File: config.mk
export PLATFORM = sky130hd
export DESIGN_NAME = epac_cell
export DESIGN_NICKNAME = d
export VERILOG_FILES = /design/src/sv/epac_pkg.sv /design/src/sv/epac_cell.sv
export SDC_FILE = /design/constraint.sdc
export NUM_CORES = 1
export LEC_CHECK = 0
export ABC_AREA = 1
export BUFFER_PORTS_ARGS = -buffer_cell sky130_fd_sc_hd__clkbuf_2
export CORE_MARGIN = 5
export CORE_UTILIZATION = 35
export CTS_BUF_LIST = sky130_fd_sc_hd__clkbuf_16
export DETAILED_ROUTE_END_ITERATION = 10
export GPL_ROUTABILITY_DRIVEN = 0
export GPL_TIMING_DRIVEN = 0
export PLACE_DENSITY = 0.66
export SETUP_SLACK_MARGIN = 0.5
export SLEW_MARGIN = 20
export SYNTH_ARGS = -nofsm -noshare
export SYNTH_HDL_FRONTEND = slang
export SYNTH_SLANG_ARGS = --single-unit
File: constraint.sdc
create_clock -name aclk -period 21 [get_ports aclk]
set_clock_uncertainty 0.1 [all_clocks]
set_input_delay 3.15 -clock aclk [delete_from_list [all_inputs] [get_ports aclk]]
set_output_delay 3.15 -clock aclk [all_outputs]
set_load 0.03 [all_outputs]
File: src/sv/epac_pkg.sv
// Shared constants, status codes and beat structures for the page table checker.
// No dependencies; used by epac_cell, epac_chain and the top level.
package epac_pkg;

    localparam int TableEntriesDef = 64;
    localparam int PageShiftDef    = 12;

    localparam int AddrW    = 64;
    localparam int LenW     = 64;
    localparam int SizeW    = 33;
    localparam int PermW    = 3;
    localparam int FlagW    = 3;
    localparam int ModeW    = 2;
    localparam int StatusW  = 3;
    localparam int CfgIdxW  = 4;
    localparam int CfgDataW = 64;
    localparam int SDataW   = 136;
    localparam int MDataW   = 8;

    localparam logic [AddrW-1:0] RegionBaseRst = 64'h0000_0000_8000_0000;
    localparam logic [SizeW-1:0] RegionSizeRst = 33'h0_0010_0000;

    localparam logic [ModeW-1:0] ModeAlloc     = 2'd0;
    localparam logic [ModeW-1:0] ModeCheck     = 2'd1;
    localparam logic [ModeW-1:0] ModeUntrusted = 2'd2;

    localparam logic [StatusW-1:0] StOk       = 3'd0;
    localparam logic [StatusW-1:0] StInvalid  = 3'd1;
    localparam logic [StatusW-1:0] StFull     = 3'd2;
    localparam logic [StatusW-1:0] StNotFound = 3'd3;
    localparam logic [StatusW-1:0] StPerm     = 3'd4;
    localparam logic [StatusW-1:0] StBlocked  = 3'd5;
    localparam logic [StatusW-1:0] StRange    = 3'd6;
    localparam logic [StatusW-1:0] StWrap     = 3'd7;

    localparam int FlagBlockedBit = 1;

    localparam logic [CfgIdxW-1:0] CfgRegionBase = 4'd0;
    localparam logic [CfgIdxW-1:0] CfgRegionSize = 4'd1;

    // lookup token travelling down the row of entries
    typedef struct packed {
        logic             valid;
        logic             hit;
        logic             free_seen;
        logic [PermW-1:0] perm;
        logic [FlagW-1:0] flags;
    } probe_ctl_t;

    // entry write, broadcast to every slot
    typedef struct packed {
        logic             en;
        logic [PermW-1:0] perm;
        logic [FlagW-1:0] flags;
    } wr_ctl_t;

endpackage

File: src/sv/epac_cell.sv
// One table slot: holds a single protected page entry and passes the lookup token on.
// Depends on epac_pkg.
module epac_cell #(
    parameter int PN_W     = 52,
    parameter int IDX_W    = 6,
    parameter int CELL_IDX = 0
) (
    input  logic                aclk,
    input  logic                aresetn,
    input  epac_pkg::probe_ctl_t in_ctl,
    input  logic [PN_W-1:0]     in_key,
    input  logic [IDX_W-1:0]    in_free_idx,
    output epac_pkg::probe_ctl_t out_ctl,
    output logic [PN_W-1:0]     out_key,
    output logic [IDX_W-1:0]    out_free_idx,
    input  epac_pkg::wr_ctl_t   wr_ctl,
    input  logic [IDX_W-1:0]    wr_idx,
    input  logic [PN_W-1:0]     wr_pn
);

    localparam logic [IDX_W-1:0] MyIdx = IDX_W'(CELL_IDX);

    logic                         used_reg;
    logic [PN_W-1:0]              pn_reg;
    logic [epac_pkg::PermW-1:0]   perm_reg;
    logic [epac_pkg::FlagW-1:0]   flags_reg;

    epac_pkg::probe_ctl_t         ctl_reg, ctl_next;
    logic [PN_W-1:0]              key_reg;
    logic [IDX_W-1:0]             free_idx_reg, free_idx_next;

    logic                         wr_hit;

    assign wr_hit = wr_ctl.en && (wr_idx == MyIdx);

    always_comb begin
        ctl_next      = in_ctl;
        free_idx_next = in_free_idx;
        if (in_ctl.valid && !in_ctl.hit && used_reg && (pn_reg == in_key)) begin
            ctl_next.hit   = 1'b1;
            ctl_next.perm  = perm_reg;
            ctl_next.flags = flags_reg;
        end
        if (in_ctl.valid && !in_ctl.free_seen && !used_reg) begin
            ctl_next.free_seen = 1'b1;
            free_idx_next      = MyIdx;
        end
    end

    always_ff @(posedge aclk) begin
        if (!aresetn) begin
            used_reg <= 1'b0;
            ctl_reg  <= '0;
        end else begin
            ctl_reg <= ctl_next;
            if (wr_hit) begin
                used_reg <= 1'b1;
            end
        end
    end

    always_ff @(posedge aclk) begin
        key_reg      <= in_key;
        free_idx_reg <= free_idx_next;
        if (wr_hit) begin
            pn_reg    <= wr_pn;
            perm_reg  <= wr_ctl.perm;
            flags_reg <= wr_ctl.flags;
        end
    end

    assign out_ctl      = ctl_reg;
    assign out_key      = key_reg;
    assign out_free_idx = free_idx_reg;

endmodule

==> impl_results.md <==
* Clock transition at path regs at 0.05 ns
* Largest net degree at the start of global routing at 17
* Synth unique cells at 17
* Cts hold-fix bufs at 0
* Startpoint types: primary input
* CTS tree: done
* GRT Util Overall at 13.50%
* Worst r2r dst: out_ctl[1]
* Postcts setup bufs at 0
* Relative slew slack at 51.50%
* Total number of vias at 3,681
* Hold WC Path Type: flip-flop to flip-flop
* Critical R2R Launch: pn_reg[29]
* Hold Path Sink: used_reg
* H-Tree Depth at 4
* Final setup margin at 16.13 ns
* CP Data Required Time at 21.00 ns
* Die footprint at 0.01572 mm²
* Top_reg_cell synth: dfxtp_1
* Num rows at 42
* Post-synth ARST share at 0%
* Worst slack at placement at 15.61 ns
* Vias in the first global route at 3,617
* Post-Syn Nets at 639
* Antenna violations before repair at 0
* Most frequent cell after synthesis: nand2_1
* Root Buffer: clkbuf_16
* CP cell instances: clkbuf_2, nor2_1, nand3b_1, nor4_2, buf_4, buf_2, buf_4, buf_2
* Hold_ws at 0.4120 ns
* Final Cycle Share at 23.21%
* Top cells by count, synth: nand2_1 (159), inv_1 (111), nor2_1 (69), dfxtp_1 (68), edfxtp_1 (58)
* Crit path kind: primary input to flip-flop
* Yosys top cell area share at 37.38%
* Clock sinks at 126
* Critical path fanouts, max at 8
* Seq/Total Area, Yosys at 66.60%
* Finish-stage setup viols at 0
* Final min period at 4.874 ns
* CP max stage cell: nor4_2
* Post-synthesis cell count at 505
* Slew Limit Fails at 0
* VDD IR-drop max at 0.00006163 V
* Drt wl/cell at 11.09 µm
* CTS resizes at 0
* Max cap viols at 0
* Post-route DRC violation count at 0
* Antenna Nets Post-Route at 0
* CP peak stage delay at 0.55 ns
* Hold path cells at 2
* Mapped cell area at 0.004659 mm²
* Status: finished, final reports clean
* I/O pins at 201
* Worst R2R Path Depth at 10
* Critical Path AT at 4.88 ns
* Hold Crit Start: used_reg
* Ant. Diodes at 0
* EDFF count, synth at 58
* Post-Route WL at 10.20 mm
* Layout net count at 866
* Synth-to-Final Area Change at 38.83%
* Unrepaired setup endpoints after global routing: false
* Actual slew at the worst max-slew pin at 0.7215 ns
* Initial drt markers at 77
* Port Buffers at 199
* Critical Path End Type: flip-flop
* Hpwl dp at 8.385 mm
* YS warnings at 0
* Starting Density at 35.47%
* Avg Inst Size Synth at 9.227 µm²
* F_max at 205.2 MHz
* Die height at 125.4 µm
* Flop2flop setup slack at 19.41 ns
* Area contributors post-synth: edfxtp_1 (37%), dfxtp_1 (29%), nand2_1 (13%)
* Via density per instance at 4.001
* Total CTS buffers at 17
* Core footprint at 0.01314 mm²
* Post-Place Cells at 889
* Power per cell area at 89.40 mW/mm²
* LEAKAGE at 3.455 nW
* Die Wd at 125.4 µm
* Endpoints failing hold at 0
* GRT Residual Overflow at 0
* TNS Setup at 0 ns
* Flops & latches, synth at 126
* Max clock buf depth at 2
* First-pass detailed-route iteration total at 4
* Layout cells sized above 1 at 32.53%
* Global-route wire length before repair at 16.58 mm
* Total Power at 578.3 µW
* Top cell type by total area after synthesis: edfxtp_1
* Layout Cells excl Fill at 920
* Clk_lat worst skew at 0.41 ns
[worst max-delay path: cells and delay by family]
| family | cells | cell delay, ns |
|---|---|---|
| buffers and inverters | 5 | 0.99 |
| and+or+nand+nor | 3 | 0.73 |
[cells by family after synthesis]
logic type,count (synthesis),share of synthesized area (%)
compound gates,2,0.2146
xor+xnor,15,2.820
buf+inv,113,9.264
flops,126,66.60
simple gates,249,21.11
[worst max path at each step]
stage	startpoint	endpoint	slack, ns	cells past startpoint
4_1_cts	wr_idx[1]	pn_reg[22]	16.07	8
5_1_grt	wr_idx[1]	pn_reg[27]	15.96	8
3_3_place_gp	wr_idx[1]	pn_reg[37]	8.36	4
2_1_floorplan	wr_idx[3]	flags_reg[0]	11.35	1
3_5_place_dp	wr_idx[1]	pn_reg[27]	15.61	8
6_report	wr_idx[1]	pn_reg[22]	16.13	8
[area by class of cell]
class / instances / area [µm²]
fillers: 1283 / 6669
clock inverters: 13 / 83.83
flip-flops and latches: 126 / 3103
inverters: 112 / 420.4
multi-input cells: 266 / 1131
clock buffers: 18 / 450.4
plain buffers: 1 / 11.26
repair buffers: 208 / 1049
well taps: 176 / 220.2
[report_power, final]
| group | switching, mW | internal, mW |
|---|---|---|
| Clock | 0.0982 | 0.165 |
| Sequential | 0.00203 | 0.265 |
| Combinational | 0.0303 | 0.0186 |
| Total | 0.131 | 0.448 |
[through the flow]
stage	instance area, µm²	util [%]
after global placement	5876	44.72
final	6469	49.24
after global routing	6469	49.24
after floorplan	4659	-
after detailed placement	5934	45.17
after CTS	6469	49.24
[cell usage in the layout (no fill, tap or decap), drive strengths merged, types with 6 or more instances in the layout]
cell	instances
clkbuf	217
clkinv	8
nand2	159
inv	115
nor2	76
buf	10
edfxtp	58
xor2	6
xnor2	9
nand3	12
dfxtp	68
[per-layer routing]
metal	wire length [µm]	up-vias	share of wire [%]	GRT usage [%]
met4	153	0	1.5	5.166
met3	1047	10	10	6.652
li1	-	1945	-	-
met2	4998	134	49	22.94
met1	4005	1592	39	14.49
met5	0	-	0	0
No activity file was read; power rests on OpenSTA's default activity.
